===== src/kmrb_pkg.sv =====
`timescale 1ns / 1ps

package kmrb_pkg;

  // default geometry
  localparam int ROWS_DEF      = 5;
  localparam int COLS_DEF      = 8;
  localparam int KEY_SLOTS_DEF = 6;

  // fixed field widths of the stream words
  localparam int KEY_BITS_W  = 40;
  localparam int INDEX_W     = 6;
  localparam int CODE_W      = 32;
  localparam int USAGE_W     = 8;
  localparam int OUT_SLOTS   = 6;
  localparam int COUNT_W     = 3;
  localparam int IN_DATA_W   = 80;
  localparam int OUT_DATA_W  = 64;

  // kind of input word, carried in tuser
  localparam logic CMD_SCAN = 1'b0;
  localparam logic CMD_LOAD = 1'b1;

  localparam logic [USAGE_W-1:0] LEFT_ARROW = 8'h50;
  localparam logic [4:0]         MOD_USAGE_HI = 5'b11100;   // usages 0xE0..0xE7
  localparam logic [CODE_W-1:0]  CODE_1B_MAX = 32'h0000_00FF;
  localparam logic [CODE_W-1:0]  CODE_2B_MAX = 32'h0000_FFFF;
  localparam logic [CODE_W-1:0]  CODE_3B_MAX = 32'h00FF_FFFF;
  localparam int                 WIDE_CODE_MAX_COUNT = 3;

  typedef enum logic [1:0] {
    ST_IDLE,
    ST_SCAN,
    ST_DRAIN,
    ST_COMMIT
  } kmrb_state_t;

  typedef struct packed {
    logic load;
    logic start;
    logic step;
    logic commit;
  } kmrb_cmd_t;

  typedef struct packed {
    logic scan_last;
    logic out_free;
  } kmrb_status_t;

endpackage


===== src/kmrb_ctrl.sv =====
`timescale 1ns / 1ps

module kmrb_ctrl
  import kmrb_pkg::*;
(
  input  logic         clk,
  input  logic         rst,
  input  logic         in_valid,
  input  logic         in_kind,
  output logic         in_ready,
  input  kmrb_status_t status,
  output kmrb_cmd_t    cmd
);

  kmrb_state_t state;
  kmrb_state_t state_next;

  always_ff @(posedge clk) begin
    if (rst) begin
      state <= ST_IDLE;
    end else begin
      state <= state_next;
    end
  end

  always_comb begin
    state_next = state;
    unique case (state)
      ST_IDLE: begin
        if (in_valid && in_kind == CMD_SCAN) state_next = ST_SCAN;
      end
      ST_SCAN: begin
        if (status.scan_last) state_next = ST_DRAIN;
      end
      ST_DRAIN: begin
        state_next = ST_COMMIT;
      end
      ST_COMMIT: begin
        if (status.out_free) state_next = ST_IDLE;
      end
      default: state_next = ST_IDLE;
    endcase
  end

  always_comb begin
    in_ready   = 1'b0;
    cmd        = '0;
    unique case (state)
      ST_IDLE: begin
        in_ready  = 1'b1;
        cmd.load  = in_valid && in_kind == CMD_LOAD;
        cmd.start = in_valid && in_kind == CMD_SCAN;
      end
      ST_SCAN: begin
        cmd.step = 1'b1;
      end
      ST_DRAIN: begin
      end
      ST_COMMIT: begin
        cmd.commit = status.out_free;
      end
      default: begin
      end
    endcase
  end

endmodule


===== src/kmrb_datapath.sv =====
`timescale 1ns / 1ps

module kmrb_datapath
  import kmrb_pkg::*;
#(
  parameter int ROWS      = ROWS_DEF,
  parameter int COLS      = COLS_DEF,
  parameter int KEY_SLOTS = KEY_SLOTS_DEF
) (
  input  logic                  clk,
  input  logic                  rst,
  input  kmrb_cmd_t             cmd,
  output kmrb_status_t          status,
  input  logic [KEY_BITS_W-1:0] key_bits,
  input  logic [INDEX_W-1:0]    entry_index,
  input  logic [CODE_W-1:0]     entry_value,
  output logic                  out_valid,
  input  logic                  out_ready,
  output logic [OUT_DATA_W-1:0] out_data
);

  localparam int Depth = ROWS * COLS;
  localparam int AddrW = (Depth > 1) ? $clog2(Depth) : 1;
  localparam int SlotW = (KEY_SLOTS > 1) ? $clog2(KEY_SLOTS) : 1;
  localparam int CntW  = $clog2(KEY_SLOTS + 1);

  // layout table
  logic [CODE_W-1:0] mem [Depth];
  logic [CODE_W-1:0] rd_data;

  logic [AddrW+INDEX_W-1:0] wr_index_ext;
  logic                     wr_in_range;

  assign wr_index_ext = (AddrW + INDEX_W)'(entry_index);
  assign wr_in_range  = 32'(entry_index) < 32'(Depth);

  logic [AddrW-1:0]      pos;
  logic [KEY_BITS_W-1:0] kb;
  logic                  fn;
  logic                  rd_valid;
  logic                  rd_pressed;

  always_ff @(posedge clk) begin
    if (cmd.load && wr_in_range) begin
      mem[wr_index_ext[AddrW-1:0]] <= entry_value;
    end
    if (cmd.step) begin
      rd_data <= mem[pos];
    end
  end

  // walk positions in row-major order; switches beyond key_bits shift in as zero
  always_ff @(posedge clk) begin
    if (rst) begin
      rd_valid <= 1'b0;
    end else begin
      rd_valid <= cmd.step;
    end
  end

  always_ff @(posedge clk) begin
    if (cmd.start) begin
      kb  <= key_bits;
      fn  <= key_bits[0];
      pos <= '0;
    end else if (cmd.step) begin
      kb         <= kb >> 1;
      rd_pressed <= kb[0];
      pos        <= pos + AddrW'(1);
    end
  end

  assign status.scan_last = (32'(pos) == 32'(Depth - 1));

  // report under construction
  logic [USAGE_W-1:0] keys      [KEY_SLOTS];
  logic [USAGE_W-1:0] keys_next [KEY_SLOTS];
  logic [CntW-1:0]    cnt;
  logic [CntW-1:0]    cnt_next;
  logic [USAGE_W-1:0] mods;
  logic [USAGE_W-1:0] mods_next;

  logic [USAGE_W-1:0] use_byte [3];
  logic [1:0]         use_num;

  always_comb begin
    keys_next = keys;
    cnt_next  = cnt;
    mods_next = mods;
    use_num   = 2'd0;
    use_byte[0] = rd_data[7:0];
    use_byte[1] = rd_data[7:0];
    use_byte[2] = LEFT_ARROW;
    if (rd_valid && rd_pressed && 32'(cnt) < 32'(KEY_SLOTS)) begin
      priority if (rd_data <= CODE_1B_MAX) begin
        use_num = 2'd1;
      end else if (rd_data <= CODE_2B_MAX) begin
        use_num     = 2'd2;
        use_byte[0] = rd_data[15:8];
      end else if (rd_data <= CODE_3B_MAX) begin
        use_num = 2'd0;
      end else if (32'(cnt) <= 32'(WIDE_CODE_MAX_COUNT)) begin
        use_num = 2'd3;
        if (fn) begin
          use_byte[0] = rd_data[15:8];
          use_byte[1] = rd_data[7:0];
        end else begin
          use_byte[0] = rd_data[31:24];
          use_byte[1] = rd_data[23:16];
        end
      end else begin
        use_num = 2'd0;
      end
    end
    for (int i = 0; i < 3; i++) begin
      if (i < int'(use_num)) begin
        if (use_byte[i][7:3] == MOD_USAGE_HI) begin
          mods_next[use_byte[i][2:0]] = 1'b1;
        end else if (32'(cnt_next) < 32'(KEY_SLOTS)) begin
          keys_next[cnt_next[SlotW-1:0]] = use_byte[i];
          cnt_next = cnt_next + CntW'(1);
        end
      end
    end
  end

  always_ff @(posedge clk) begin
    if (cmd.start) begin
      for (int i = 0; i < KEY_SLOTS; i++) begin
        keys[i] <= '0;
      end
      cnt  <= '0;
      mods <= '0;
    end else begin
      keys <= keys_next;
      cnt  <= cnt_next;
      mods <= mods_next;
    end
  end

  // change test against the previous scan
  logic [USAGE_W-1:0] prev_keys [KEY_SLOTS];
  logic [CntW-1:0]    prev_cnt;
  logic [USAGE_W-1:0] prev_mods;
  logic               changed;

  always_comb begin
    changed = (cnt != prev_cnt) || (mods != prev_mods);
    for (int i = 0; i < KEY_SLOTS; i++) begin
      if (32'(i) < 32'(cnt) && keys[i] != prev_keys[i]) changed = 1'b1;
    end
  end

  always_ff @(posedge clk) begin
    if (rst) begin
      for (int i = 0; i < KEY_SLOTS; i++) begin
        prev_keys[i] <= '0;
      end
      prev_cnt  <= '0;
      prev_mods <= '0;
    end else if (cmd.commit) begin
      prev_keys <= keys;
      prev_cnt  <= cnt;
      prev_mods <= mods;
    end
  end

  // report word: modifier, six slots, count
  logic [USAGE_W-1:0]     rep_slot [OUT_SLOTS];
  logic [CntW+COUNT_W-1:0] cnt_ext;

  for (genvar g = 0; g < OUT_SLOTS; g++) begin : g_slot
    if (g < KEY_SLOTS) begin : g_used
      assign rep_slot[g] = keys[g];
    end else begin : g_zero
      assign rep_slot[g] = '0;
    end
  end

  assign cnt_ext = (CntW + COUNT_W)'(cnt);

  always_ff @(posedge clk) begin
    if (rst) begin
      out_valid <= 1'b0;
    end else if (cmd.commit && changed) begin
      out_valid <= 1'b1;
    end else if (out_ready) begin
      out_valid <= 1'b0;
    end
  end

  always_ff @(posedge clk) begin
    if (cmd.commit && changed) begin
      out_data <= {5'd0, cnt_ext[COUNT_W-1:0], rep_slot[5], rep_slot[4], rep_slot[3],
                   rep_slot[2], rep_slot[1], rep_slot[0], mods};
    end
  end

  assign status.out_free = !out_valid || out_ready;

endmodule


===== src/key_matrix_report_builder_top.sv =====
`timescale 1ns / 1ps
// scan word: the controller walks the layout table one entry a cycle, then drains and commits;
// m_axis_tvalid is registered from the commit, and no new word is accepted before it;
// a report word held back by m_axis_tready stalls the commit, and with it the next word
// load word: one per cycle in IDLE, no output; a scan equal to the last one gives no report word
// rst (synchronous) clears the controller, the output stage and the previous report;
// the layout table keeps its contents and must be loaded before use

module key_matrix_report_builder_top
  import kmrb_pkg::*;
#(
  parameter int ROWS      = ROWS_DEF,
  parameter int COLS      = COLS_DEF,
  parameter int KEY_SLOTS = KEY_SLOTS_DEF
) (
  input  logic                  clk,
  input  logic                  rst,
  input  logic                  s_axis_tvalid,
  output logic                  s_axis_tready,
  input  logic [IN_DATA_W-1:0]  s_axis_tdata,  // key_bits, entry_index, entry_value, zero pad
  input  logic                  s_axis_tuser,  // cmd
  output logic                  m_axis_tvalid,
  input  logic                  m_axis_tready,
  output logic [OUT_DATA_W-1:0] m_axis_tdata   // modifier, key_0..key_5, key_count, zero pad
);

  kmrb_cmd_t    cmd;
  kmrb_status_t status;

  kmrb_ctrl u_ctrl (
    .clk      (clk),
    .rst      (rst),
    .in_valid (s_axis_tvalid),
    .in_kind  (s_axis_tuser),
    .in_ready (s_axis_tready),
    .status   (status),
    .cmd      (cmd)
  );

  kmrb_datapath #(
    .ROWS      (ROWS),
    .COLS      (COLS),
    .KEY_SLOTS (KEY_SLOTS)
  ) u_datapath (
    .clk         (clk),
    .rst         (rst),
    .cmd         (cmd),
    .status      (status),
    .key_bits    (s_axis_tdata[KEY_BITS_W-1:0]),
    .entry_index (s_axis_tdata[KEY_BITS_W+INDEX_W-1:KEY_BITS_W]),
    .entry_value (s_axis_tdata[KEY_BITS_W+INDEX_W+CODE_W-1:KEY_BITS_W+INDEX_W]),
    .out_valid   (m_axis_tvalid),
    .out_ready   (m_axis_tready),
    .out_data    (m_axis_tdata)
  );

endmodule

===== config.mk =====
export PLATFORM = sky130hd
export DESIGN_NAME = key_matrix_report_builder_top
export DESIGN_NICKNAME = d
export VERILOG_FILES = /design/src/kmrb_pkg.sv /design/src/kmrb_ctrl.sv /design/src/kmrb_datapath.sv /design/src/key_matrix_report_builder_top.sv
export SDC_FILE = /design/constraint.sdc
export NUM_CORES = 2
export LEC_CHECK = 0
export BUFFER_PORTS_ARGS = -buffer_cell sky130_fd_sc_hd__buf_4
export CORE_UTILIZATION = 31
export CTS_BUF_LIST = sky130_fd_sc_hd__clkbuf_8
export CTS_CLUSTER_DIAMETER = 80
export DETAILED_ROUTE_END_ITERATION = 16
export PLACE_DENSITY = 0.46
export SYNTH_ARGS = -nofsm -noshare
export SYNTH_HDL_FRONTEND = slang
export SYNTH_HIERARCHICAL = 1
export SYNTH_SLANG_ARGS = --single-unit

===== constraint.sdc =====
create_clock -name clk -period 10.4 [get_ports clk]
set_input_delay 1.04 -clock clk [delete_from_list [all_inputs] [get_ports clk]]
set_output_delay 1.04 -clock clk [all_outputs]
set_load 0.05 [all_outputs]

## Word level (Yosys, flattened, before mapping)

Memories as Yosys holds them, arrays and structs flattened. A register that Yosys moved wholly into a read port is not among the register bits.
Cells that the tools add are included.

- Logic and storage cells: 172
- Memories: 1
- Register bits: 229
- Bits in writable memories: 1280
- Bits of input ports: 85

Memory list:

| memory | depth | bits a word | rd ports | clocked after memory_dff | write ports | line | source |
|---|---|---|---|---|---|---|---|
| u_datapath.mem | 40 | 32 | 1 | 1 | 1 | kmrb_datapath.sv:28 | `logic [CODE_W-1:0] mem [Depth];` |

- Multiplexer cells: 64
- Equal/unequal tests: 17
- Add/sub/neg operators: 4
- Magnitude comparators: 27
- Reductions and logical operators: 25
- Bitwise logic cells: 10

Operator list:

| operator | count |
|---|---|
| $mux 48 | 8 |
| $bwmux 48 | 2 |
| $mux 16 | 5 |
| $mux 40 | 2 |
| $demux 8 s3 | 3 |
| $mux 8 | 9 |
| $ne 8x8->1 | 7 |
| $and 36x36->36 | 1 |
| $not 36->36 | 1 |
| $le 32x16->1 const B | 1 |
| $le 32x24->1 const B | 1 |
| $le 32x8->1 const B | 1 |
| $mux 3 | 8 |
| $mux 2 | 9 |
| $logic_and 1x1->1 | 17 |
| $or 8x8->8 | 2 |
| $mux 1 | 15 |
| $ge 4x4->1 const B | 3 |
| $lt 4x1->1 const B | 3 |
| $not 3->4 | 3 |
| $or 12x12->12 | 1 |
| $eq 5x5->1 const B | 2 |
| $add 3x1->3 const B | 3 |
| $lt 3x3->1 const B | 3 |
| other kinds (25) | 37 |

## Logic depth before layout (Yosys ltp)

- Depth after elaboration: 22
- Mapped depth: 14
- Mapped depth without buffers: 13

## Hierarchy

Netlist, hierarchy kept.

By module, submodules not included:

| module | sequential area each (um2) | cells an instance | area an instance (um2) | instances |
|---|---|---|---|---|
| kmrb_datapath | 44953.1 | 2898 | 60082.6 | 1 |
| kmrb_ctrl | 40.0 | 23 | 201.4 | 1 |

## Worst setup path before layout

OpenSTA, ideal clock, no wires.

- Kind: flip-flop to flip-flop
- Start: reg u_datapath.rd_data[28], read port of u_datapath.mem
- End: reg u_datapath.cnt[2]
- Library setup time: 0.086 ns
- Stages on the path, launching flop included: 14
- Required time: 10.314 ns
- Arrival: 3.727 ns
- Path buffers: 1
- Slack: 6.588 ns
- Path through: edfxtp_1 > nor4_4 > and4_4 > nand2_2 > a221o_1 > buf_6 > o41a_4 > mux2_2 > ha_1 > a32oi_2 > inv_1 > ha_1 > and3_1 > a211oi_1

- Cells in the longest elaborated chain, start to end: 16
- Elaborated cells between the ends (all ways): 30

Ends and longest elaborated chain:

| what | line | source |
|---|---|---|
| start: declaration | kmrb_datapath.sv:29 | `logic [CODE_W-1:0] rd_data;` |
| parallel branches: the longest is 15 deep, another holds $le 32x24->1 | - |  |
| $mux 3 (*) | kmrb_datapath.sv:116 | `if (i < int'(use_num)) begin` |
| end signal: assignment | kmrb_datapath.sv:136 | `cnt <= cnt_next;` |
| end: declaration | kmrb_datapath.sv:78 | `logic [CntW-1:0] cnt;` |

Mark *: on every way between the ends.
A chain may end at the register's enable or synchronous reset.

## Worst setup path in the final report

Ends and elaborated chain as after synthesis.

==> metrics.csv <==
stage;metric;value;unit
yosys;synth_seq_cells;1541;
detailed_routing;drc;0;
yosys;syn_area;60300;um^2
yosys;yosys_most_used_dff;edfxtp_1;
setup_path;critPathMaxStageDelay;0.61;ns
clock_tree;post-cts-setup-buffers;0;
setup_path;crit_slowest_cell;a221o_1;
grt;grt_pass1_wl;224000;um
floorplan;die-area;196000;um^2
status;status;complete, no violations;
setup_path;cpMostUsedCell;ha_1;
job;drv_cap;0;
clock_tree;path_clk_slew;0.06;ns
clock_tree;cts_buffers;284;
placement;routabilityCongestion;0.777;
setup_path;critical_path_arrival;5.60;ns
floorplan;die_y;443;um
sta;drv_slew;0;
setup_path;worstSetupPathType;reg2reg;
placement;numPortBuffers;143;
sta;setup_viol;0;
clock_tree;postCtsHoldBufs;0;
setup_path;cp-startpoint;u_datapath/rd_data[28];
setup_path;crit_fanout;14;
layout;area_growth;15.7;%
layout;final_util;36.2;%
power_and_ir_drop;leakagePower;0.0218;uW
detailed_routing;ant_nets;0;
layout;final_nets;3370;
clock_tree;cts_tree;built;
yosys;synthArstFlopShare;0;%
grt;antenna_found_initial;8;
clock_tree;postCtsResizedCells;0;
setup_path;crit_chain;nor4_4, nand4_1, a21oi_2, a221o_1, o41a_4, mux2_2, ha_1, a32oi_2, inv_1, ha_1, and3_1, a211oi_1;
sta;period_share;45.7;%
sta;skew;0.0540;ns
setup_path;critPathCaptureType;flip-flop;
power_and_ir_drop;vdd_drop_max;139;uV
detailed_routing;dr.pass1.iters;5;
grt;grt_pass1_vias;30781;
yosys;synth_warnings;6;
floorplan;die_w;443;um
layout;drive_gt1_share;31.2;%
yosys;syn_inst;2921;
clock_tree;root_buffer;clkbuf_8;
sta;rsz0062_at_grt;false;
hold_path;worstHoldStart;s_axis_tdata[0];
setup_path;reg2reg_from;u_datapath/rd_data[28];
detailed_routing;vias_per_cell;4.89;
sta;post-route-min-period;4.76;ns
detailed_routing;initialDrtViolationCount;2192;
grt;grt_use_total;15.8;%
detailed_routing;drt-total-wl;155000;um
setup_path;required;11.25;ns
sta;slew_headroom;18.0;%
grt;grt_max_degree;111;
detailed_routing;wl_per_cell;25.9;um
sta;hold_violations;0;
clock_tree;cts_max_path_buffers;4;
setup_path;start_kind;flip-flop;
sta;max_freq;210;MHz
hold_path;min_path_type;in2reg;
clock_tree;clk_latency;0.99;ns
floorplan;rows;161;
placement;hpwl;84600;um
detailed_routing;vias;29342;
yosys;yosysSeqAreaShare;74.6;%
clock_tree;cts.sinks;1541;
yosys;synth_cell_type_count;75;
sta;setup_tns;0;ns
power_and_ir_drop;pwr_density_cell;222;nW/um^2
yosys;synth_edf_count;1413;
grt;grt_overflow_total;0;
floorplan;core_area;193000;um^2
floorplan;ios;151;
clock_tree;htreeDepth;5;
sta;tightest_slew;1.20;ns
yosys;synth_area_per_cell;20.6;um^2
floorplan;start_util;31.3;%
state kept, by name, summed over array words and instances, names as in the netlist:
register               cells
u_datapath/rd_valid        1
u_datapath/keys           48
u_datapath/out_data       59
u_datapath/prev_keys      48
u_ctrl/state               2
u_datapath/kb             40
u_datapath/prev_mods       8
u_datapath/rd_data        32
u_datapath/mem          1280
u_datapath/fn              1
u_datapath/mods            8
u_datapath/prev_cnt        3
u_datapath/cnt             3
u_datapath/rd_pressed      1
u_datapath/out_valid       1
u_datapath/pos             6
stage by stage:
step           total power, uW  worst slack, ns  std cells  area, um^2  hold WS [ns]
2_1_floorplan             9550             6.59       2925       60300         0.400
5_1_grt                  16200             5.38       5984       69700         0.218
6_report                 15500             5.64       5995       69700         0.301
3_3_place_gp             10600             5.72       5516       64900         0.492
4_1_cts                  15800             5.69       5982       69700         0.185
3_5_place_dp             10600             5.73       5516       64900         0.497
critical path: cells and delay by family, from the launching register on:
kind	cells	cell delay, ns
AO/OA/AOI/OAI	5	2.03
multiplexers	1	0.38
adder cells (fa/ha/maj)	2	0.60
flip-flops	1	0.44
buffers and inverters	1	0.10
AND/OR/NAND/NOR	3	1.08
where the power goes:
part	switching [uW]	total (uW)	internal [uW]
logic	1680	3150	1470
clock network	2420	5070	2640
registers	229	7270	7040
worst paths after layout:
path	slack, ns	end	depth (start not counted)
max	5.64	u_datapath/cnt[2]	12
min	0.30	u_datapath/fn	1
max reg2reg	5.64	u_datapath/cnt[2]	12
min reg2reg	0.51	u_datapath/rd_pressed	0
cell families after synthesis:
kind of cell	Yosys count	synth area share [%]
multiplexers	587	17.9
buffers and inverters	167	1.12
other	1	0.00622
flip-flops	1541	74.6
adder cells (fa/ha/maj)	9	0.187
XOR/XNOR	66	0.971
AO/OA/AOI/OAI	188	2.25
AND/OR/NAND/NOR	362	2.96
final cells by class:
| class | count | area [um^2] |
|---|---|---|
| Antenna cell | 13 | 32.5 |
| Clock buffer | 291 | 4010 |
| Clock inverter | 175 | 788 |
| Fill cell | 17753 | 123000 |
| Inverter | 12 | 45.0 |
| Multi-Input combinational cell | 1217 | 15000 |
| Sequential cell | 1541 | 45000 |
| Tap cell | 2526 | 3160 |
| Timing Repair Buffer | 220 | 1700 |
per-layer routing:
layer | global-route usage [%] | part of all wire, % | vias up
met5 | 0 | 0.024 | -
met4 | 4.21 | 1.8 | 6
met3 | 3.10 | 4.4 | 237
met2 | 26.0 | 49 | 686
met1 | 21.3 | 45 | 15631
li1 | - | - | 12782
placed cells by master (no fill, tap or decap), types with 16 or more instances in the layout:
| cell type | count |
|---|---|
| clkbuf_8 | 291 |
| mux2_2 | 66 |
| inv_1 | 100 |
| dfxtp_1 | 122 |
| clkinv_1 | 57 |
| a21oi_1 | 57 |
| mux2i_1 | 135 |
| edfxtp_1 | 1413 |
| mux4_2 | 384 |
| xnor2_1 | 26 |
| clkinv_2 | 18 |
| nor2_4 | 41 |
| nand2_1 | 50 |
| a211oi_1 | 44 |
| and2_1 | 16 |
| xor2_1 | 39 |
| nor2b_1 | 39 |
| nor2_1 | 120 |
| o21ai_0 | 16 |
| buf_4 | 216 |
cells in the mapped netlist (all sizes together), types with 12 or more instances:
library cell,instances,area (um^2)
dfxtp,128,2560
nand2,51,194
xor2,40,358
mux2i,135,1350
mux4,384,8650
nand4,14,87.6
nand3,14,70.1
mux2,68,769
o21ai,19,98.9
a21oi,62,329
and2,17,106
a211oi,46,350
buf,62,284
nor2b,39,244
clkbuf,93,349
xnor2,26,228
edfxtp,1413,42400
inv,12,45.0
nor4,17,136
nor2,164,623
Note: power is estimated with default switching activity, not from simulation.
